--- config.mk ---
export PLATFORM = sky130hd
export DESIGN_NAME = tibc_step
export DESIGN_NICKNAME = d
export VERILOG_FILES = /design/src/rtl/tibc_pkg.sv /design/src/rtl/tibc_step.sv
export SDC_FILE = /design/constraint.sdc
export NUM_CORES = 1
export LEC_CHECK = 0
export BUFFER_PORTS_ARGS = -buffer_cell sky130_fd_sc_hd__buf_2
export CAP_MARGIN = 40
export CORE_AREA = 2 2 123 125
export DETAILED_ROUTE_END_ITERATION = 6
export DIE_AREA = 0 0 125 127
export PLACE_DENSITY = 0.67
export SYNTH_ARGS = -nofsm -noshare
export SYNTH_HDL_FRONTEND = slang
export SYNTH_SLANG_ARGS = --single-unit
--- constraint.sdc ---
create_clock -name vclk -period 4.11
set_clock_uncertainty 0.2 [all_clocks]
set_input_delay 0.822 -clock vclk [all_inputs]
set_output_delay 0.822 -clock vclk [all_outputs]
set_load 0.01 [all_outputs]
--- src/rtl/tibc_pkg.sv ---
package tibc_pkg;

  localparam logic [7:0]  TYPE_NAME  = 8'h55;
  localparam logic [7:0]  TYPE_DATA  = 8'h3C;
  localparam logic [7:0]  TYPE_ENTRY = 8'h78;
  localparam logic [8:0]  FULL_BLOCK = 9'd256;
  localparam logic [8:0]  NAME_LEN   = 9'd6;
  localparam logic [23:0] SIZE_MAX   = 24'hFFFFFF;

  typedef enum logic [1:0] {
    MODE_UNDECIDED = 2'd0,
    MODE_BASIC     = 2'd1,
    MODE_SYSTEM    = 2'd2
  } tibc_mode_t;

  typedef enum logic [3:0] {
    PH_TYPE = 4'd0,
    PH_NAME = 4'd1,
    PH_LEN  = 4'd2,
    PH_ALO  = 4'd3,
    PH_AHI  = 4'd4,
    PH_DATA = 4'd5,
    PH_CSUM = 4'd6,
    PH_ELO  = 4'd7,
    PH_EHI  = 4'd8
  } tibc_phase_t;

  typedef enum logic [1:0] {
    BLK_NONE  = 2'd0,
    BLK_NAME  = 2'd1,
    BLK_DATA  = 2'd2,
    BLK_ENTRY = 2'd3
  } tibc_block_t;

  typedef enum logic [2:0] {
    ST_BUSY        = 3'd0,
    ST_DONE        = 3'd1,
    ST_DROPPED     = 3'd2,
    ST_CSUM_ERR    = 3'd3,
    ST_TRUNCATED   = 3'd4,
    ST_SECOND_NAME = 3'd5,
    ST_NO_NAME     = 3'd6,
    ST_BAD_TYPE    = 3'd7
  } tibc_status_t;

  typedef struct packed {
    tibc_mode_t   mode;
    tibc_phase_t  phase;
    logic [8:0]   field_count;
    logic [8:0]   block_length;
    logic [7:0]   block_sum;
    tibc_block_t  prev_block;
    logic [1:0]   zero_run;
    logic [31:0]  sum_total;
    logic [23:0]  size_total;
    tibc_status_t latched;
  } tibc_state_t;

  localparam tibc_state_t STATE_RESET = '{
    mode:         MODE_UNDECIDED,
    phase:        PH_TYPE,
    field_count:  9'd0,
    block_length: 9'd0,
    block_sum:    8'd0,
    prev_block:   BLK_NONE,
    zero_run:     2'd0,
    sum_total:    32'd0,
    size_total:   24'd0,
    latched:      ST_BUSY
  };

  typedef struct packed {
    logic [7:0]   out_value;
    logic         out_write;
    tibc_status_t status;
    tibc_mode_t   format_mode;
    logic [31:0]  unique_sum;
    logic [23:0]  code_size;
  } tibc_result_t;

endpackage

--- src/rtl/tibc_step.sv ---
module tibc_step (
  input  tibc_pkg::tibc_state_t  cur,
  input  logic [7:0]             byte_value,
  input  logic                   end_of_image,
  input  logic [47:0]            rename_text,
  output tibc_pkg::tibc_state_t  nxt,
  output tibc_pkg::tibc_result_t res
);
  import tibc_pkg::*;

  function automatic logic [7:0] name_byte(input logic [2:0] idx, input logic [7:0] fb,
                                           input logic [47:0] txt);
    logic [7:0] r;
    r = fb;
    if (txt[7:0] != 8'd0) begin
      unique case (idx)
        3'd1:    r = txt[15:8];
        3'd2:    r = txt[23:16];
        3'd3:    r = txt[31:24];
        3'd4:    r = txt[39:32];
        3'd5:    r = txt[47:40];
        default: r = txt[7:0];
      endcase
    end
    return r;
  endfunction

  function automatic logic [23:0] sat_add(input logic [23:0] a, input logic [8:0] n);
    logic [24:0] s;
    s = {1'b0, a} + {16'd0, n};
    return s[24] ? SIZE_MAX : s[23:0];
  endfunction

  logic         wr;
  logic [7:0]   val;
  tibc_status_t st;
  logic         sys;
  logic         is_type;
  logic         ok;
  logic [8:0]   cnt_inc;

  assign is_type = (byte_value == TYPE_NAME) || (byte_value == TYPE_DATA) ||
                   (byte_value == TYPE_ENTRY);
  assign ok      = ((cur.mode == MODE_SYSTEM) && (cur.phase == PH_TYPE)) ||
                   ((cur.mode == MODE_BASIC) && (cur.zero_run == 2'd3));
  assign cnt_inc = cur.field_count + 9'd1;

  always_comb begin
    nxt = cur;
    wr  = 1'b0;
    val = byte_value;
    st  = ST_BUSY;
    sys = 1'b0;

    if (cur.latched != ST_BUSY) begin
      st = cur.latched;
    end else if (end_of_image) begin
      st          = ok ? ST_DONE : ST_TRUNCATED;
      nxt.latched = st;
    end else if (cur.mode == MODE_UNDECIDED) begin
      if (is_type) begin
        nxt.mode = MODE_SYSTEM;
        sys      = 1'b1;
      end else begin
        // first BASIC byte is the name character
        nxt.mode = MODE_BASIC;
        wr       = 1'b1;
        val      = name_byte(3'd0, byte_value, rename_text);
      end
    end else if (cur.mode == MODE_BASIC) begin
      if (cur.zero_run == 2'd3) begin
        st = ST_DROPPED;
      end else begin
        wr             = 1'b1;
        nxt.sum_total  = cur.sum_total + {24'd0, byte_value};
        nxt.size_total = sat_add(cur.size_total, 9'd1);
        nxt.zero_run   = (byte_value != 8'd0) ? 2'd0 : cur.zero_run + 2'd1;
      end
    end else begin
      sys = 1'b1;
    end

    if (sys) begin
      wr = 1'b1;
      unique case (cur.phase)
        PH_TYPE: begin
          priority if (byte_value == TYPE_NAME) begin
            if (cur.prev_block != BLK_NONE) begin
              wr = 1'b0; st = ST_SECOND_NAME; nxt.latched = ST_SECOND_NAME;
            end else begin
              nxt.phase       = PH_NAME;
              nxt.field_count = 9'd0;
            end
          end else if (byte_value == TYPE_DATA) begin
            if (cur.prev_block == BLK_NONE) begin
              wr = 1'b0; st = ST_NO_NAME; nxt.latched = ST_NO_NAME;
            end else begin
              nxt.phase = PH_LEN;
            end
          end else if (byte_value == TYPE_ENTRY) begin
            nxt.phase = PH_ELO;
          end else if (cur.prev_block == BLK_DATA || cur.prev_block == BLK_ENTRY) begin
            wr = 1'b0; st = ST_DROPPED;
          end else begin
            wr = 1'b0; st = ST_BAD_TYPE; nxt.latched = ST_BAD_TYPE;
          end
        end
        PH_NAME: begin
          val             = name_byte(cur.field_count[2:0], byte_value, rename_text);
          nxt.field_count = cnt_inc;
          if (cnt_inc >= NAME_LEN) begin
            nxt.phase      = PH_TYPE;
            nxt.prev_block = BLK_NAME;
          end
        end
        PH_LEN: begin
          nxt.block_length = (byte_value == 8'd0) ? FULL_BLOCK : {1'b0, byte_value};
          nxt.block_sum    = 8'd0;
          nxt.field_count  = 9'd0;
          nxt.phase        = PH_ALO;
        end
        PH_ALO: begin
          nxt.block_sum = cur.block_sum + byte_value;
          nxt.phase     = PH_AHI;
        end
        PH_AHI: begin
          nxt.block_sum = cur.block_sum + byte_value;
          nxt.phase     = PH_DATA;
        end
        PH_DATA: begin
          nxt.block_sum   = cur.block_sum + byte_value;
          nxt.sum_total   = cur.sum_total + {24'd0, byte_value};
          nxt.field_count = cnt_inc;
          if (cnt_inc >= cur.block_length) begin
            nxt.phase = PH_CSUM;
          end
        end
        PH_CSUM: begin
          if (byte_value != cur.block_sum) begin
            wr = 1'b0; st = ST_CSUM_ERR; nxt.latched = ST_CSUM_ERR;
          end else begin
            nxt.size_total = sat_add(cur.size_total, cur.block_length);
            nxt.prev_block = BLK_DATA;
            nxt.phase      = PH_TYPE;
          end
        end
        PH_ELO: begin
          nxt.phase = PH_EHI;
        end
        default: begin
          nxt.phase      = PH_TYPE;
          nxt.prev_block = BLK_ENTRY;
        end
      endcase
    end
  end

  assign res.out_value   = wr ? val : 8'd0;
  assign res.out_write   = wr;
  assign res.status      = st;
  assign res.format_mode = nxt.mode;
  assign res.unique_sum  = nxt.sum_total;
  assign res.code_size   = nxt.size_total;

endmodule

==> results.py <==
metrics = {
    "route": {
        "detail_route.wl_per_cell_um": 16.9,
        "firstDrtPassIters": 4,
        "vias": 6743,
        "via_per_inst": 5.27,
        "postRouteWirelength_mm": 21.6,
        "antenna_left": 0,
        "drt_first_iter_violations": 332,
        "post-route-drc-count": 0,
    },
    "power": {
        "maximum_resistive_drop_on_vdd_mv": 0.0561,
        "power.switching_w": 0.000409,
        "powerDensity_nw_per_um2": 96.2,
        "intPower_w": 0.000375,
        "power_frac_comb_pct": 100.0,
        "power_share_of_the_clock_group_pct": 0,
        "power.leakage_nw": 3.97,
        "post_layout_total_power_w": 0.000784,
        "sw_frac_of_total_pct": 52.1,
        "seqPwrFrac_pct": 0,
    },
    "die": {
        "floorplan.io_pins": 317,
        "start_util_pct": 32.7,
        "die_w_um": 125,
        "area_of_the_core_region_um2": 14400,
        "die_height_um": 127,
        "core.rowCount": 44,
        "fp.dieArea_um2": 15900,
    },
    "cells_and_area": {
        "total_of_fill_cells_in_the_finished_design": 1369,
        "seq_cell_count": 0,
        "ratio_of_cells_with_drive_above_1_in_the_final_layout_pct": 56.6,
        "nets": 1291,
        "clock_buffers": 0,
        "seq_area_um2": 0,
        "most-common-layout-cells": "buf_2, buf_4, nand2_1",
        "antenna_cells_inserted": 0,
        "area_growth_from_synthesis_to_layout_pct": 72.7,
        "stdcell_count": 1279,
        "layout_commonest_cell": "buf_2",
    },
    "synth": {
        "post_syn_area_per_cell_um2": 6.68,
        "post_syn_area_um2": 4720,
        "netlist.area_leader.share_pct": 10.3,
        "netlist-cell-type-count": 70,
        "synthTopCellsByArea": "ha_1, buf_4, nand2_1",
        "synth.net_count": 901,
        "synth_area_leader_cell": "ha_1",
        "yosysWarnings": 0,
        "post_synthesis_sequential_area_ratio_pct": 0,
        "synthCells": 707,
    },
    "global_routing": {
        "grt_pass1_vias": 6298,
        "grt_first_pass_wirelength_mm": 31.8,
        "grt_antenna_before_repair": 0,
        "globalRouteTotalUtil_pct": 23.8,
        "grt_start_max_net_pins": 19,
        "gr-total-overflow": 0,
    },
    "timing": {
        "finalSetupViolations": 12,
        "post-route-min-period_ps": 4230,
        "worst_slew_margin_rel_pct": 66.6,
        "grt_setup_unrepaired": "yes",
        "count_of_pins_over_their_slew_limit": 0,
        "fmaxAchievable_ghz": 0.236,
        "setup-tns-final_ps": -615,
        "tightestPinTransition_ps": 500,
        "period_share_pct": 103,
        "report.final.hold_viol_count": 0,
        "worst_slack_ps": -120,
        "worst_hold_margin_ps": 1740,
    },
    "placed_design": {
        "port_buffer_count": 317,
        "gp_congestion": 0.919,
        "dp.cells": 1252,
        "dpl.hpwl_mm": 17.4,
    },
    "run_status": {
        "failed_checks": "setup timing",
        "outcome": "complete, but fails checks",
    },
    "setup_path": {
        "end_kind": "output port",
        "setup.worst_path.class": "primary input to output port",
        "crit_arrival_ps": 3210,
        "cp_startpoint_kind": "primary input",
        "critical_path_required_ps": 3090,
        "crit_path_max_fanout": 6,
    },
    "worst_hold_path": {
        "hold-path-endpoint": "res[55]",
        "hold_class": "primary input to output port",
        "hp-start": "cur[58]",
        "timing.hold.worst_path_depth": 3,
    },
    "job": {
        "cap_viol_max_count": 0,
    },
}
## routing by layer
metal  track usage, %  share of wire, %
met5                0                 0
met3             2.39               4.7
met2             44.0                50
met4             4.31               2.7
met1             30.4                42
## cells by family after synthesis
kind of cell / after synthesis / synth area share (%)
AND/OR/NAND/NOR: 269 / 29.5
XOR/XNOR: 52 / 9.65
adder cells (fa/ha/maj): 42 / 11.6
AO/OA/AOI/OAI: 202 / 29.9
buffers and inverters: 122 / 14.7
multiplexers: 20 / 4.75
## worst max-delay path, cell delays in order
cell	delay (ps)
buf_8	80
ha_4	130
inv_2	30
fa_2	360
nor2b_4	160
o31ai_4	90
a211oi_2	210
buf_4	160
o211ai_1	100
buf_4	160
a21oi_4	250
nand4_1	160
mux2_4	340
buf_6	130
## synthesized netlist by cell type, types with 4 or more instances
master / number
a221o_1: 4
and2_1: 9
nand3_1: 29
nor2_1: 43
o21a_1: 6
nand2_1: 85
a21oi_1: 25
or3_1: 8
a211oi_1: 9
a222oi_1: 5
nor2b_1: 6
a22o_1: 4
a31oi_1: 13
buf_4: 59
and4_1: 5
a21o_1: 5
a41oi_1: 4
and3_1: 10
clkbuf_1: 16
nand2b_1: 9
nor4_1: 8
o211ai_1: 6
or2_2: 4
ha_1: 39
inv_1: 41
nand4_1: 16
xnor2_1: 24
xor2_1: 28
o31ai_1: 8
mux2_2: 18
buf_2: 4
a22oi_1: 16
nor3_1: 21
a211o_1: 6
o21ai_0: 59
## power groups by stage
stage               Clock, W  Combinational [W]  Sequential (W)
CTS                        0           0.000702               0
global placement           0           0.000659               0
finish                     0           0.000784               0
floorplan                  0           0.000365               0
global route               0           0.000856               0
detailed placement         0           0.000664               0
## area by class of cell
class	instances	area [um^2]	share of cell area [%]
tap	184	230	2.82
inverter	41	154	1.89
multi-input combinational	585	4820	59.1
timing repair buffer	469	2950	36.2
## worst max path at each step
stage,from,endpoint,slack (ps)
after global routing,cur[71],nxt[23],-220
final,cur[3],res[20],-120
after floorplan,cur[3],res[9],20
after CTS,cur[83],nxt[89],-190
after global placement,cur[81],nxt[89],-230
after detailed placement,cur[81],nxt[89],-220
## what timing repair did
action,in CTS,in global routing
gates resized for setup,78,116
buffers inserted,10,17
pin swaps,45,58
endpoints found under the setup margin,80,117
hold buffers,0,0
gates cloned,0,1
## through the flow
step,instance area (um^2),util (%),setup WS [ps]
2_1_floorplan,4730,-,17.8
3_3_place_gp,6970,48.3,-225
3_5_place_dp,6970,48.3,-222
4_1_cts,7400,51.3,-191
5_1_grt,8150,56.5,-217
6_report,8150,56.5,-120
(Power assumes the default switching activity.)
